[src/rtl/arpm_pkg.sv]
// shared types and constants for the rms and peak level meter: controller states, command and status words
package arpm_pkg;

    localparam int               CH_W        = 1;
    localparam int               CFG_W       = 2;
    localparam logic [CFG_W-1:0] CHANS_RESET = 2'd2;

    typedef enum logic [3:0]
    {
        ST_IDLE,
        ST_READ,
        ST_SQUARE,
        ST_ACCUM,
        ST_SQRT_INIT,
        ST_SQRT,
        ST_DONE
    } state_t;

    typedef struct packed
    {
        logic accept;
        logic read;
        logic update;
        logic accum;
        logic sqrt_load;
        logic sqrt_step;
        logic out_load;
    } ctrl_cmd_t;

    typedef struct packed
    {
        logic active;
        logic block_end;
        logic count_last;
        logic out_free;
    } ctrl_status_t;

endpackage

[src/rtl/arpm_ctrl.sv]
// controller state machine sequencing one sample word through the datapath
module arpm_ctrl
    import arpm_pkg::*;
(
    input  logic         clk,
    input  logic         rst_n,
    input  logic         in_valid,
    output logic         in_ready,
    input  ctrl_status_t status,
    output ctrl_cmd_t    cmd
);

    state_t state_reg;
    state_t state_next;

    always_ff @(posedge clk or negedge rst_n)
    begin
        if (!rst_n)
        begin
            state_reg <= ST_IDLE;
        end
        else
        begin
            state_reg <= state_next;
        end
    end

    always_comb
    begin
        state_next = state_reg;
        unique case (state_reg)
            ST_IDLE:
            begin
                if (in_valid && status.active)
                begin
                    state_next = ST_READ;
                end
            end
            ST_READ:
            begin
                state_next = ST_SQUARE;
            end
            ST_SQUARE:
            begin
                state_next = ST_ACCUM;
            end
            ST_ACCUM:
            begin
                if (!status.block_end)
                begin
                    state_next = ST_IDLE;
                end
                else
                begin
                    state_next = ST_SQRT_INIT;
                end
            end
            ST_SQRT_INIT:
            begin
                state_next = ST_SQRT;
            end
            ST_SQRT:
            begin
                if (status.count_last)
                begin
                    state_next = ST_DONE;
                end
            end
            ST_DONE:
            begin
                if (status.out_free)
                begin
                    state_next = ST_IDLE;
                end
            end
            default:
            begin
                state_next = ST_IDLE;
            end
        endcase
    end

    always_comb
    begin
        cmd      = '0;
        in_ready = 1'b0;
        unique case (state_reg)
            ST_IDLE:
            begin
                in_ready   = 1'b1;
                cmd.accept = in_valid;
            end
            ST_READ:      cmd.read      = 1'b1;
            ST_SQUARE:    cmd.update    = 1'b1;
            ST_ACCUM:     cmd.accum     = 1'b1;
            ST_SQRT_INIT: cmd.sqrt_load = 1'b1;
            ST_SQRT:      cmd.sqrt_step = 1'b1;
            ST_DONE:      cmd.out_load  = status.out_free;
            default:      cmd           = '0;
        endcase
    end

endmodule

[config.mk]
export PLATFORM = sky130hd
export DESIGN_NAME = arpm_ctrl
export DESIGN_NICKNAME = d
export VERILOG_FILES = /design/src/rtl/arpm_pkg.sv /design/src/rtl/arpm_ctrl.sv
export SDC_FILE = /design/constraint.sdc
export NUM_CORES = 1
export LEC_CHECK = 0
export BUFFER_PORTS_ARGS = -buffer_cell sky130_fd_sc_hd__buf_4
export CAP_MARGIN = 0
export CELL_PAD_IN_SITES_DETAIL_PLACEMENT = 1
export CELL_PAD_IN_SITES_GLOBAL_PLACEMENT = 2
export CORE_AREA = 2 2 39 41
export CTS_BUF_LIST = sky130_fd_sc_hd__clkbuf_4 sky130_fd_sc_hd__clkbuf_8
export DETAILED_ROUTE_END_ITERATION = 6
export DIE_AREA = 0 0 41 43
export PLACE_DENSITY_LB_ADDON = 0.1
export SYNTH_ARGS = -nofsm -noshare
export SYNTH_HDL_FRONTEND = slang
export SYNTH_SLANG_ARGS = --single-unit
export TNS_END_PERCENT = 1
[constraint.sdc]
create_clock -name clk -period 1.2 [get_ports clk]
set_input_delay 0 -clock clk [delete_from_list [all_inputs] [get_ports clk]]
set_output_delay 0 -clock clk [all_outputs]
set_load 0.1 [all_outputs]
==> impl_metrics.toml, run 1 <==
[synthesis]
synth_edf_count = 0
synth_nets = 30
syn_avg_cell_area_um2 = 9.738
synth_warnings = 0
yosysMostFrequentCell = "dfrtp_1"
async_flop_share_pct = 100.0
synthFlopType = "dfrtp_1"
synth-seq-cells = 3
synth.largest_area_cell = "dfrtp_1"
synth_cell_types = 16
yosysTopAreaCellShare_pct = 33.52
syn_inst = 23
netlist_area_um2 = 224.0
yosysSeqAreaShare_pct = 33.52
synth_area_leaders = "dfrtp_1 (34%), a22o_1 (7.8%), and2_1 (5.6%)"

[place]
place.port_buffers = 14
place_area_um2 = 349.1
gp_congestion = 0.6878
post-dp-hpwl_um = 465.6

[clocking]
root_buffer = "clkbuf_4"
cts_tree = "yes"
clk_path_buf_depth = 2
path_clk_slew_ps = 40
htree_levels = 1
clock_latency_ps = 230
cts-buffers-inserted = 3
clock_sinks = 3

[timing]
setup_violations = 6
hold_viol = 0
finalClockSkew_ps = 3.899
rsz0062_at_grt = "true"
finalCritPeriodShare_pct = 105.0
final_max_slew_viol_count = 0
finalSetupTns_ps = -232.1
timing.fmax_ghz = 0.7939
worst_slack_ps = -59.62
slew_headroom_pct = 82.70
fin_crit_ps = 1260
worst_pin_slew_ps = 259.5

[global_routing]
overflow = 0
antenna_found_initial = 0
grt_first_pass_wirelength_um = 1186
grt_usage_pct = 10.56
grt_pass1_vias = 272
grt_max_degree = 8

[routing]
detail_route.iter0.violations = 3
wirelength_um = 718
firstDrtPassIters = 2
postRouteAntennaNets = 0
via_count = 259
avgViaCountPerCell = 4.246
routedWlPerCell_um = 11.77
remaining_drc_errors = 0

[cells_and_area]
antenna_cells = 0
fillers = 161
final_area_um2 = 508.0
syn2layout_area_growth_pct = 126.8
largest_reg_flops = 3
drive_above_1_share_pct = 73.33
nets = 53

[status]
violations = "setup timing"
status = "finished, violations left"

[floorplanning]
pin_count = 15
chipHeight_um = 43
die_area_um2 = 1763
std_cell_rows = 14
die_w_um = 41
core_area_um2 = 1384
start_util_pct = 16.18

[worst_setup_path]
cp-end-kind = "primary output"
critPathKind = "flop to primary output"
critPathMaxFanout = 6
worstPathRequired_ps = 1200
start_kind = "flop"
worstPathArrival_ps = 1260

[worst_hold_path]
hold_class = "input pin to flop"

[flow_run]
cap_violations = 0
[cells in the final DEF, fill, tap and decap left out]
master         count
nor2b_1            2
and2_4             1
nor3_4             1
buf_4             10
and3b_4            1
and2_1             1
nor3b_2            1
nand2_1            1
nor2_2             2
clkbuf_4           4
nor3b_4            1
a211oi_1           1
buf_6              3
a22o_1             2
buf_2              1
o21ai_0            1
buf_12             5
a221oi_1           1
dlygate4sd3_1      1
nand2b_1           2
dfrtp_2            3
[what timing repair did]
action / 4_1_cts / 5_1_grt
endpoints found under the setup margin: 8 / 8
endpoints found under the hold margin: 3 / 0
gates resized for setup: 25 / 2
pin swaps: 1 / 1
setup buffers: 4 / 1
hold buffers: 1 / 0
[per-layer routing]
layer / wire (um) / global-route usage (%) / up-vias
met5: 0 / 0 / -
met1: 273 / 12.62 / 124
li1: - / - / 125
met3: 39 / 3.665 / 0
met2: 405 / 14.69 / 10
met4: 0 / 8.000 / 0
[cell families (layout without fill, tap and decap cells)]
logic type	count (synthesis)	in the layout	share of synthesized area (%)
AO/OA/AOI/OAI	5	5	17.32
buffers and inverters	2	24	8.381
AND/OR/NAND/NOR	13	13	40.78
flip-flops	3	3	33.52
[worst max-delay path: stages, from the launching register on]
cell,delay [ps]
dfrtp_2,450
buf_4,160
nor3b_4,170
buf_6,250
[cell type report]
type	count	area (um2)	area share (%)
Multi-Input combinational cell	18	155.1	30.54
Clock buffer	4	30.03	5.911
Timing Repair Buffer	20	224.0	44.09
Tap cell	16	20.02	3.941
Sequential cell	3	78.83	15.52
[through the flow]
step / instances / util [%] / hold WS, ps / setup WS, ps
after detailed placement: 51 / 25.23 / -211.0 / 1.109
after floorplan: 23 / - / -295.6 / -583.3
after CTS: 60 / 35.44 / 1.613 / -67.05
after global placement: 51 / 25.23 / -210.6 / 40.42
final: 61 / 36.71 / 0.5206 / -59.62
after global routing: 61 / 36.71 / 20.46 / -109.5
[path summary, 6_finish.rpt]
| kind | startpoint | cells past startpoint | slack [ps] | end |
|---|---|---|---|---|
| setup / recovery | state_reg[2] | 3 | -60 | cmd[5] |
| hold / removal | status[2] | 2 | 0.5 | state_reg[2] |
| setup reg to reg | state_reg[1] | 3 | 20 | state_reg[2] |
| hold reg to reg | state_reg[2] | 2 | 730 | state_reg[0] |
| max in group asynchronous | rst_n | 2 | 1000 | state_reg[0] |
| min in group asynchronous | rst_n | 2 | 90 | state_reg[2] |
Power of run 1 is not shown: default switching activity piles up to over one toggle a cycle in this logic, so the estimate is an artifact.
==> run 2, diff against run 1 <==
--- a/config.mk
+++ b/config.mk
@@ -13,7 +13,7 @@
 export CTS_BUF_LIST = sky130_fd_sc_hd__clkbuf_4 sky130_fd_sc_hd__clkbuf_8
 export DETAILED_ROUTE_END_ITERATION = 6
 export DIE_AREA = 0 0 41 43
-export PLACE_DENSITY_LB_ADDON = 0.1
+export PLACE_DENSITY = 0.73
 export SYNTH_ARGS = -nofsm -noshare
 export SYNTH_HDL_FRONTEND = slang
 export SYNTH_SLANG_ARGS = --single-unit
==> impl_metrics.toml, run 2 (synthesized netlist as in run 1, its figures left out) <==
[floorplanning]
start_util_pct = 16.18
die_w_um = 41
std_cell_rows = 14
pin_count = 15
chipHeight_um = 43
die_area_um2 = 1763
core_area_um2 = 1384

[clocking]
root_buffer = "clkbuf_4"
clock_sinks = 3
clock_latency_ps = 230
cts-buffers-inserted = 3
cts_tree = "yes"
htree_levels = 1
clk_path_buf_depth = 2
path_clk_slew_ps = 40

[place]
post-dp-hpwl_um = 432.8
gp_congestion = 0.6335
place.port_buffers = 14

[global_routing]
grt_pass1_vias = 292
overflow = 0
grt_max_degree = 9
grt_usage_pct = 11.06
grt_first_pass_wirelength_um = 1269
antenna_found_initial = 0

[worst_setup_path]
critPathKind = "flop to primary output"
worstPathRequired_ps = 1200
critPathMaxFanout = 6
cp-end-kind = "primary output"
start_kind = "flop"
worstPathArrival_ps = 1240

[timing]
finalCritPeriodShare_pct = 103.6
finalClockSkew_ps = 4.268
final_max_slew_viol_count = 0
hold_viol = 0
worst_pin_slew_ps = 278.0
rsz0062_at_grt = "true"
slew_headroom_pct = 81.62
fin_crit_ps = 1243
timing.fmax_ghz = 0.8045
setup_violations = 6
worst_slack_ps = -43.00

[cells_and_area]
nets = 55
final_cell_mix = "buf_4 (11), buf_12 (5), clkbuf_4 (4), buf_6 (4), dfrtp_2 (3)"
drive_above_1_share_pct = 80.85
layout_commonest_cell = "buf_4"
syn2layout_area_growth_pct = 146.9
largest_reg_flops = 3
postLayoutCoreUtil_pct = 39.96
antenna_cells = 0

[routing]
wirelength_um = 786
via_count = 269
routedWlPerCell_um = 12.48
firstDrtPassIters = 3
avgViaCountPerCell = 4.270
postRouteAntennaNets = 0
detail_route.iter0.violations = 3
remaining_drc_errors = 0

[worst_hold_path]
hold_class = "input pin to flop"

[status]
status = "finished, violations left"
violations = "setup timing"

[flow_run]
cap_violations = 0
## run 2: cell types whose count changed in the layout (fill, tap and decap cells not counted), sizes merged
cell         change
buf              +1
dlygate4sd3      +1
## run 2: worst paths after layout
| kind | slack, ps | end | startpoint | cells after the start |
|---|---|---|---|---|
| min in group asynchronous | 100 | state_reg[2] | rst_n | 2 |
| setup reg to reg | 50 | state_reg[2] | state_reg[0] | 3 |
| hold reg to reg | 590 | state_reg[0] | state_reg[0] | 1 |
| max in group asynchronous | 1000 | state_reg[1] | rst_n | 2 |
| setup / recovery | -40 | cmd[6] | state_reg[2] | 3 |
| hold / removal | 90 | state_reg[0] | status[1] | 3 |
## run 2: area by class of cell
class	instances	area [um2]
Clock buffer	4	30.03
Timing Repair Buffer	22	247.7
Fill cell	155	830.8
Multi-Input combinational cell	18	176.4
Sequential cell	3	78.83
Tap cell	16	20.02
## run 2: per-layer routing
layer	vias to the layer above	GRT usage, %	share of wire [%]
li1	128	-	-
met1	129	13.55	44
met2	12	15.00	49
met3	0	5.759	7.0
met4	0	6.000	0
met5	-	0	0
## run 2: critical path, stage by stage (launching register included)
cell and delay [ps]:
dfrtp_2 460, nor3_4 210, and2_4 170, buf_12 160
## run 2: repair_timing
item,4_1_cts,5_1_grt
hold endpoints to repair,4,0
gates cloned,0,0
hold buffers,2,0
buffers inserted,6,0
gates resized for setup,26,5
pin swaps,2,1
setup endpoints to repair,8,9
## run 2: through the flow
stage / instances / setup slack (ps) / setup TNS (ps) / hold WS [ps] / instance area, um2
2_1_floorplan: 23 / -583.3 / -2459 / -295.6 / 242.7
3_3_place_gp: 51 / 24.00 / 0 / -209.5 / 349.1
3_5_place_dp: 51 / 19.25 / 0 / -210.2 / 349.1
4_1_cts: 63 / -57.56 / -235.2 / 81.33 / 528.0
5_1_grt: 63 / -104.0 / -508.8 / 98.46 / 553.0
6_report: 63 / -43.00 / -130.4 / 87.56 / 553.0
Power of run 2 is left out for the same reason.
